### src/sv/ps2_mouse_packet_cursor_tracker_top_defines.svh
// Assertion macros shared by the RTL. They expand to nothing in synthesis.
`ifndef PS2_MOUSE_PACKET_CURSOR_TRACKER_TOP_DEFINES_SVH
`define PS2_MOUSE_PACKET_CURSOR_TRACKER_TOP_DEFINES_SVH

`ifndef SYNTHESIS
// Checked at every rising edge, disabled while reset is asserted.
`define PMT_ASSERT_RST(lbl, clk, rst_n, prop, msg) \
    lbl: assert property (@(posedge clk) disable iff (!rst_n) prop) else $error(msg);
// Checked at every rising edge, reset included.
`define PMT_ASSERT_ALWAYS(lbl, clk, prop, msg) \
    lbl: assert property (@(posedge clk) prop) else $error(msg);
`else
`define PMT_ASSERT_RST(lbl, clk, rst_n, prop, msg)
`define PMT_ASSERT_ALWAYS(lbl, clk, prop, msg)
`endif

`endif

### src/sv/ps2_mct_pkg.sv
package ps2_mct_pkg;

    // Width of the tracked cursor position.
    localparam int POS_WIDTH = 12;
    // Width of the clamp registers and of the reported cursor fields.
    localparam int CFG_W     = 12;
    localparam int COORD_W   = 12;
    // Arithmetic width: wide enough for a position plus a 256 delta.
    localparam int CALC_W    = ((POS_WIDTH > CFG_W) ? POS_WIDTH : CFG_W) + 1;

    localparam int BYTE_W    = 8;
    localparam int MAG_W     = 9;
    localparam int IN_TDATA_W  = 8;
    localparam int OUT_TDATA_W = 32;
    localparam int OUT_TUSER_W = 2;
    localparam int CFG_IDX_W   = 1;

    typedef logic [POS_WIDTH-1:0] t_pos;
    typedef logic [CFG_W-1:0]     t_cfg;
    typedef logic [COORD_W-1:0]   t_coord;
    typedef logic [CALC_W-1:0]    t_calc;
    typedef logic [BYTE_W-1:0]    t_byte;
    typedef logic [MAG_W-1:0]     t_mag;
    typedef logic [CFG_IDX_W-1:0] t_cfg_idx;

    localparam t_cfg_idx REG_MAX_X = 1'd0;
    localparam t_cfg_idx REG_MAX_Y = 1'd1;

    localparam t_cfg MAX_X_RESET = t_cfg'(640);
    localparam t_cfg MAX_Y_RESET = t_cfg'(480);

    localparam t_pos POS_TOP   = {POS_WIDTH{1'b1}};
    localparam t_mag SIGN_SPAN = t_mag'(9'h100);

    // Header bit positions of the standard three-byte packet.
    localparam int HDR_LEFT   = 0;
    localparam int HDR_RIGHT  = 1;
    localparam int HDR_MIDDLE = 2;
    localparam int HDR_XSIGN  = 4;
    localparam int HDR_YSIGN  = 5;

    // Magnitude of a 9-bit delta built from a data byte and its sign bit.
    function automatic t_mag delta_mag(input t_byte b, input logic neg);
        t_mag m;
        m = neg ? (SIGN_SPAN - t_mag'(b)) : t_mag'(b);
        return m;
    endfunction

endpackage

### src/sv/ps2_mouse_packet_cursor_tracker_top.sv
// A registered result reaches the master side the cycle after the third byte is accepted.
// One byte per cycle while the input side is free; the header and X bytes give no result.
// The output register frees the input side whenever it is empty or being drained.
// Reset (i_rst_n low, synchronous): packet phase, header, positions and buttons clear,
// clamps return to 640 by 480, and no result is pending.
`include "ps2_mouse_packet_cursor_tracker_top_defines.svh"

module ps2_mouse_packet_cursor_tracker_top (
    input  logic                                 i_clk,
    input  logic                                 i_rst_n,
    // Configuration write port.
    input  logic                                 i_cfg_we,
    input  ps2_mct_pkg::t_cfg_idx                i_cfg_idx,
    input  ps2_mct_pkg::t_cfg                    i_cfg_data,
    // Byte stream from the mouse.
    input  logic                                 s_axis_tvalid,
    output logic                                 s_axis_tready,
    input  logic [ps2_mct_pkg::IN_TDATA_W-1:0]   s_axis_tdata,  // [7:0] rx_byte
    // Decoded packet stream.
    output logic                                 m_axis_tvalid,
    input  logic                                 m_axis_tready,
    // [11:0] cursor_x, [23:12] cursor_y, [24] left_down, [25] middle_down,
    // [26] right_down, [31:27] zero
    output logic [ps2_mct_pkg::OUT_TDATA_W-1:0]  m_axis_tdata,
    // [0] click_event, [1] click_kind
    output logic [ps2_mct_pkg::OUT_TUSER_W-1:0]  m_axis_tuser
);
    import ps2_mct_pkg::*;

    // Where the next byte lands in the packet. The fourth code is never
    // entered; if it were, it would be handled like the header phase.
    typedef enum logic [1:0] {
        PH_HEADER = 2'd0,
        PH_DX     = 2'd1,
        PH_DY     = 2'd2
    } t_phase;

    t_phase r_phase, n_phase;
    t_byte  r_header, n_header;
    t_byte  r_dx, n_dx;
    t_pos   r_pos_x, n_pos_x;
    t_pos   r_pos_y, n_pos_y;
    logic [2:0] r_buttons, n_buttons;
    t_cfg   r_max_x, r_max_y;

    // Output register.
    logic   r_out_valid;
    t_coord r_cursor_x, r_cursor_y;
    logic   r_left, r_middle, r_right, r_click_event, r_click_kind;

    logic   s_accept;
    logic   m_accept;
    logic   pkt_done;
    t_byte  rx_byte;

    logic   neg_x, neg_y;
    t_mag   mag_x, mag_y;
    t_calc  pos_x_ext, pos_y_ext, mag_x_ext, mag_y_ext;
    t_calc  sum_x, sum_y, lim_x, lim_y;
    logic   new_left;

    assign rx_byte  = s_axis_tdata[BYTE_W-1:0];
    assign m_accept = m_axis_tvalid && m_axis_tready;
    // A byte is taken whenever the result register is empty or emptying.
    assign s_axis_tready = !r_out_valid || m_axis_tready;
    assign s_accept      = s_axis_tvalid && s_axis_tready;
    assign pkt_done      = s_accept && (r_phase == PH_DY);

    // Delta decode: the header carries the ninth (sign) bit of each delta.
    always_comb begin
        neg_x     = r_header[HDR_XSIGN];
        neg_y     = r_header[HDR_YSIGN];
        mag_x     = delta_mag(r_dx, neg_x);
        mag_y     = delta_mag(rx_byte, neg_y);
        pos_x_ext = t_calc'(r_pos_x);
        pos_y_ext = t_calc'(r_pos_y);
        mag_x_ext = t_calc'(mag_x);
        mag_y_ext = t_calc'(mag_y);

        // Horizontal: right moves add; left moves subtract only when the
        // position is strictly larger than the step, otherwise it holds.
        if (!neg_x) begin
            sum_x = pos_x_ext + mag_x_ext;
        end else if (pos_x_ext > mag_x_ext) begin
            sum_x = pos_x_ext - mag_x_ext;
        end else begin
            sum_x = pos_x_ext;
        end

        // Vertical is flipped: screen rows grow downward, mouse Y grows up.
        if (neg_y) begin
            sum_y = pos_y_ext + mag_y_ext;
        end else if (pos_y_ext > mag_y_ext) begin
            sum_y = pos_y_ext - mag_y_ext;
        end else begin
            sum_y = pos_y_ext;
        end

        // Clamp at the configured maximum and at the position range.
        lim_x = (t_calc'(r_max_x) < t_calc'(POS_TOP)) ? t_calc'(r_max_x) : t_calc'(POS_TOP);
        lim_y = (t_calc'(r_max_y) < t_calc'(POS_TOP)) ? t_calc'(r_max_y) : t_calc'(POS_TOP);
        if (sum_x > lim_x) begin
            sum_x = lim_x;
        end
        if (sum_y > lim_y) begin
            sum_y = lim_y;
        end
    end

    // Packet assembly and state update for the accepted byte.
    always_comb begin
        n_phase   = r_phase;
        n_header  = r_header;
        n_dx      = r_dx;
        n_pos_x   = r_pos_x;
        n_pos_y   = r_pos_y;
        n_buttons = r_buttons;
        if (s_accept) begin
            case (r_phase)
                PH_DX: begin
                    n_dx    = rx_byte;
                    n_phase = PH_DY;
                end
                PH_DY: begin
                    n_phase   = PH_HEADER;
                    n_pos_x   = t_pos'(sum_x);
                    n_pos_y   = t_pos'(sum_y);
                    n_buttons = r_header[2:0];
                end
                default: begin
                    n_header = rx_byte;
                    n_phase  = PH_DX;
                end
            endcase
        end
    end

    assign new_left = r_header[HDR_LEFT];

    always_ff @(posedge i_clk) begin
        if (!i_rst_n) begin
            r_phase       <= PH_HEADER;
            r_header      <= '0;
            r_dx          <= '0;
            r_pos_x       <= '0;
            r_pos_y       <= '0;
            r_buttons     <= '0;
            r_max_x       <= MAX_X_RESET;
            r_max_y       <= MAX_Y_RESET;
            r_out_valid   <= 1'b0;
            r_cursor_x    <= '0;
            r_cursor_y    <= '0;
            r_left        <= 1'b0;
            r_middle      <= 1'b0;
            r_right       <= 1'b0;
            r_click_event <= 1'b0;
            r_click_kind  <= 1'b0;
        end else begin
            r_phase   <= n_phase;
            r_header  <= n_header;
            r_dx      <= n_dx;
            r_pos_x   <= n_pos_x;
            r_pos_y   <= n_pos_y;
            r_buttons <= n_buttons;

            if (i_cfg_we) begin
                case (i_cfg_idx)
                    REG_MAX_X: r_max_x <= i_cfg_data;
                    REG_MAX_Y: r_max_y <= i_cfg_data;
                    default: ;
                endcase
            end

            if (pkt_done) begin
                r_out_valid <= 1'b1;
            end else if (m_accept) begin
                r_out_valid <= 1'b0;
            end

            // Result payload; loaded only when a packet completes.
            if (pkt_done) begin
                r_cursor_x    <= t_coord'(sum_x);
                r_cursor_y    <= t_coord'(sum_y);
                r_left        <= new_left;
                r_middle      <= r_header[HDR_MIDDLE];
                r_right       <= r_header[HDR_RIGHT];
                r_click_event <= new_left != r_buttons[HDR_LEFT];
                r_click_kind  <= (new_left != r_buttons[HDR_LEFT]) && new_left;
            end
        end
    end

    assign m_axis_tvalid = r_out_valid;
    assign m_axis_tdata  = {{(OUT_TDATA_W - 2*COORD_W - 3){1'b0}},
                            r_right, r_middle, r_left, r_cursor_y, r_cursor_x};
    assign m_axis_tuser  = {r_click_kind, r_click_event};

    // A result shows up only right after the last byte of a packet.
    `PMT_ASSERT_RST(a_result_from_packet, i_clk, i_rst_n, $rose(m_axis_tvalid) |-> $past(pkt_done), "result without a completed packet")
    // Every completed packet leaves a pending result.
    `PMT_ASSERT_RST(a_packet_gives_result, i_clk, i_rst_n, pkt_done |=> m_axis_tvalid, "completed packet lost")
    // A press (click kind set) is only reported together with an event.
    `PMT_ASSERT_RST(a_kind_needs_event, i_clk, i_rst_n, (m_axis_tvalid && m_axis_tuser[1]) |-> m_axis_tuser[0], "click kind without click event")

endmodule

### config.mk
export PLATFORM = sky130hd
export DESIGN_NAME = ps2_mouse_packet_cursor_tracker_top
export DESIGN_NICKNAME = d
export VERILOG_FILES = /design/src/sv/ps2_mct_pkg.sv /design/src/sv/ps2_mouse_packet_cursor_tracker_top.sv
export VERILOG_INCLUDE_DIRS = /design/src /design/src/sv
export SDC_FILE = /design/constraint.sdc
export NUM_CORES = 1
export LEC_CHECK = 0
export ABC_AREA = 1
export BUFFER_PORTS_ARGS = -buffer_cell sky130_fd_sc_hd__buf_2
export CAP_MARGIN = 20
export CORE_ASPECT_RATIO = 0.6
export CORE_UTILIZATION = 55
export CTS_BUF_LIST = sky130_fd_sc_hd__clkbuf_4 sky130_fd_sc_hd__clkbuf_8 sky130_fd_sc_hd__clkbuf_16
export DETAILED_ROUTE_END_ITERATION = 10
export PLACE_DENSITY_LB_ADDON = 0.12
export SYNTH_ARGS = -nofsm -noshare
export SYNTH_HDL_FRONTEND = slang
export SYNTH_SLANG_ARGS = --single-unit
### constraint.sdc
create_clock -name i_clk -period 5.3 [get_ports i_clk]
set_input_delay 0.795 -clock i_clk [delete_from_list [all_inputs] [get_ports i_clk]]
set_output_delay 0.795 -clock i_clk [all_outputs]
set_load 0.05 [all_outputs]
==> impl_metrics.yaml <==
status:
  status: "completed"
finish:
  final_common_cell: "nand2_1"
  syn_to_final_growth_pct: 8.26
  nNetsFinal: 1296
  n_antenna_cell: 0
  regArea_um2: 1380
  final_cell_area_um2: 7890
  layout_common_cells: "nand2_1 (312), inv_1 (177), nand3_1 (101), a21oi_1 (74), dfxtp_1 (69)"
  drive_gt1_frac: 0.172
  n_fill_cell: 1316
  multi_input_area_um2: 4840
  post-route-util: 0.612
cts:
  hold_buffers: 0
  cts_root_buffer: "clkbuf_16"
  clk-insertion-delay-late_ns: 0.34
  cts_inserted_buffers: 9
  cts_max_level: 3
  cts_tree: "done"
  cts.clk_slew.worst_paths_ns: 0.06
  clk_path_buf_depth: 2
  clock_sinks: 69
worst_setup_path:
  r2r_start: "r_header[4]"
  critPathSlowestCell: "ha_1"
  path_class: "primary input to register"
  reg2reg_depth: 25
  r2r-end: "r_pos_x[0]"
  end_kind: "register"
  critPathMaxStageDelay_ns: 0.42
  crit_path_frequent_cell: "nand2_1"
  crit_arrival_ns: 5.06
  ff2ff_setup_slack_ns: 0.55
  path_max_fanout: 12
  startpoint_type: "primary input"
  critPathRequiredTime_ns: 5.50
sta:
  slew_headroom: 0.599
  finalCritPeriodShare: 0.918
  fin_worst_skew_ns: 0.00893
  setup_ws_ns: 0.437
  timing.hold.ws_ns: 0.463
  grt_setup_unrepaired: "no"
  hold_viol: 0
  slew_viol_final: 0
  fin_crit_ns: 4.86
  fmax_mhz: 206
  tightest_slew_ns: 0.602
  finalSetupTns_ns: 0
  finalSetupViolations: 0
route:
  wl_um: 23200
  drc: 0
  viasPerCell: 5.45
  post_drt_wl_per_cell_um: 16.8
  dr.pass1.iters: 5
  drt_iter0_drc: 739
  ant_nets: 0
  vias: 7499
logic_synthesis:
  synth_edf_count: 0
  synth_top_family_by_area: "simple AND/OR/NAND/NOR gates"
  ys_seq_area_frac: 0.190
  synthAdderAreaFrac: 0.124
  ys_seq_elements: 69
  synth_area_um2: 7290
  synth_xor_area_frac: 0.0192
  synth.avg_cell_area_um2: 6.25
  synthFlopType: "dfxtp_1"
  async_flop_share: 0
  synth_cells: 1166
  yosys.cell_types.count: 44
  synth-compound-area-share: 0.138
  yosys_warnings: 0
  muxShareOfSynthArea: 0
  synth-simple-area-share: 0.381
power_and_ir_drop:
  swShare: 0.438
  comb_power_share: 0.452
  power_frac_seq: 0.261
  switchingPower_uw: 950
  clkPwrFrac: 0.287
  peakVddDrop_uv: 153
  power.density_nw_per_um2: 275
  power.internal_mw: 1.22
  leakage_nw: 4.11
place:
  dpl-instance-area_um2: 7560
  place_worst_setup_slack_ns: 0.209
  numPortBuffers: 56
  place_congestion: 1.06
  dp_hpwl_um: 18800
grt:
  grt_usage: 0.350
  grt_pass1_wl_um: 36100
  grt_antenna_before_repair: 0
  grt-ovfl-total: 0
  grt_pass1_vias: 6436
  grt_max_degree: 39
floorplanning:
  coreArea_um2: 12900
  fp.dieH_um: 91.2
  ios: 62
  rows: 32
  dieArea_um2: 13700
  start_util: 0.565
  die_w_um: 151
min_path:
  min_path_type: "register to register"
  hp-start: "r_header[1]"
  min_to: "r_header[1]"
  whs_path_depth: 2
run:
  drv_cap: 0
-- cell families (layout without fill, tap and decap cells) --
| logic type | after synthesis | count (layout) |
|---|---|---|
| AOI/OAI and AO/OA | 173 | 173 |
| xor gates and xnor gates | 16 | 16 |
| adders and majority gates | 70 | 70 |
| buffers and inverters | 248 | 283 |
| DFF | 69 | 69 |
| other | 1 | 5 |
| and+or+nand+nor | 589 | 589 |
-- metal layers --
| metal | GRT usage | vias to the layer above | share of wire |
|---|---|---|---|
| li1 | - | 3759 | - |
| met1 | 0.590 | 3348 | 0.53 |
| met2 | 0.397 | 378 | 0.32 |
| met3 | 0.129 | 14 | 0.14 |
| met4 | 0.0400 | 0 | 0.0044 |
| met5 | 0 | - | 0 |
-- state kept, by name, indices dropped and copies added, names as in the netlist --
register / flops
r_max_x: 12
r_max_y: 12
r_pos_x: 12
r_pos_y: 12
r_dx: 8
r_header: 5
r_phase: 2
m_axis_tvalid: 1
r_buttons: 1
r_click_event: 1
r_click_kind: 1
r_middle: 1
r_right: 1
-- stage by stage --
step | instances | power (mW)
floorplan | 1170 | 1.31
global placement | 1357 | 1.52
detailed placement | 1357 | 1.52
CTS | 1373 | 2.15
global route | 1375 | 2.31
finish | 1375 | 2.17
-- synth_stat cells, types with 13 or more instances --
library cell | number | area [µm²]
clkbuf_1 | 22 | 82.6
buf_4 | 15 | 113
a21oi_1 | 74 | 370
nand2_2 | 31 | 194
nand4_1 | 14 | 87.6
o21ai_0 | 59 | 295
inv_1 | 178 | 668
dfxtp_1 | 69 | 1380
nand3_2 | 22 | 220
a21oi_2 | 22 | 193
nor2_1 | 65 | 244
ha_1 | 66 | 826
nand2_1 | 312 | 1170
nand3_1 | 101 | 505
xor2_1 | 13 | 114
-- how the worst max path moves through the flow --
| stage | cells past startpoint | start | end |
|---|---|---|---|
| 2_1_floorplan | 34 | s_axis_tdata[1] | r_pos_y[2] |
| 5_1_grt | 35 | s_axis_tdata[0] | r_pos_y[1] |
| 3_5_place_dp | 35 | s_axis_tdata[0] | r_pos_y[1] |
| 3_3_place_gp | 35 | s_axis_tdata[0] | r_pos_y[1] |
| 4_1_cts | 35 | s_axis_tdata[0] | r_pos_y[1] |
| 6_report | 35 | s_axis_tdata[0] | r_pos_y[1] |
-- final cells by class --
cell class                 count  area share
inverter                     195      0.0947
clock inverter                 6     0.00904
multi-input combinational    853       0.614
tap                          170      0.0270
clock buffer                  10      0.0295
timing repair buffer          72      0.0508
sequential                    69       0.175
-- critical path: cells and delay by family --
family	cells	cell delay, ns
AOI/OAI and AO/OA	2	0.26
xor gates and xnor gates	1	0.27
adders and majority gates	3	0.86
buffers and inverters	5	0.40
and+or+nand+nor	24	2.44
-- power by group through the flow --
stage | combinational (mW) | clock, mW | sequential [mW]
global placement | 0.944 | 0 | 0.575
finish | 0.981 | 0.623 | 0.565
floorplan | 0.734 | 0 | 0.580
global route | 1.09 | 0.648 | 0.567
detailed placement | 0.946 | 0 | 0.575
CTS | 0.954 | 0.628 | 0.564
-- repair_timing --
| item | in CTS | in global routing |
|---|---|---|
| buffers inserted | 0 | 2 |
| gates resized for setup | 0 | 1 |
| setup endpoints to repair | 0 | 1 |
No activity file was read; power rests on OpenSTA's default activity.
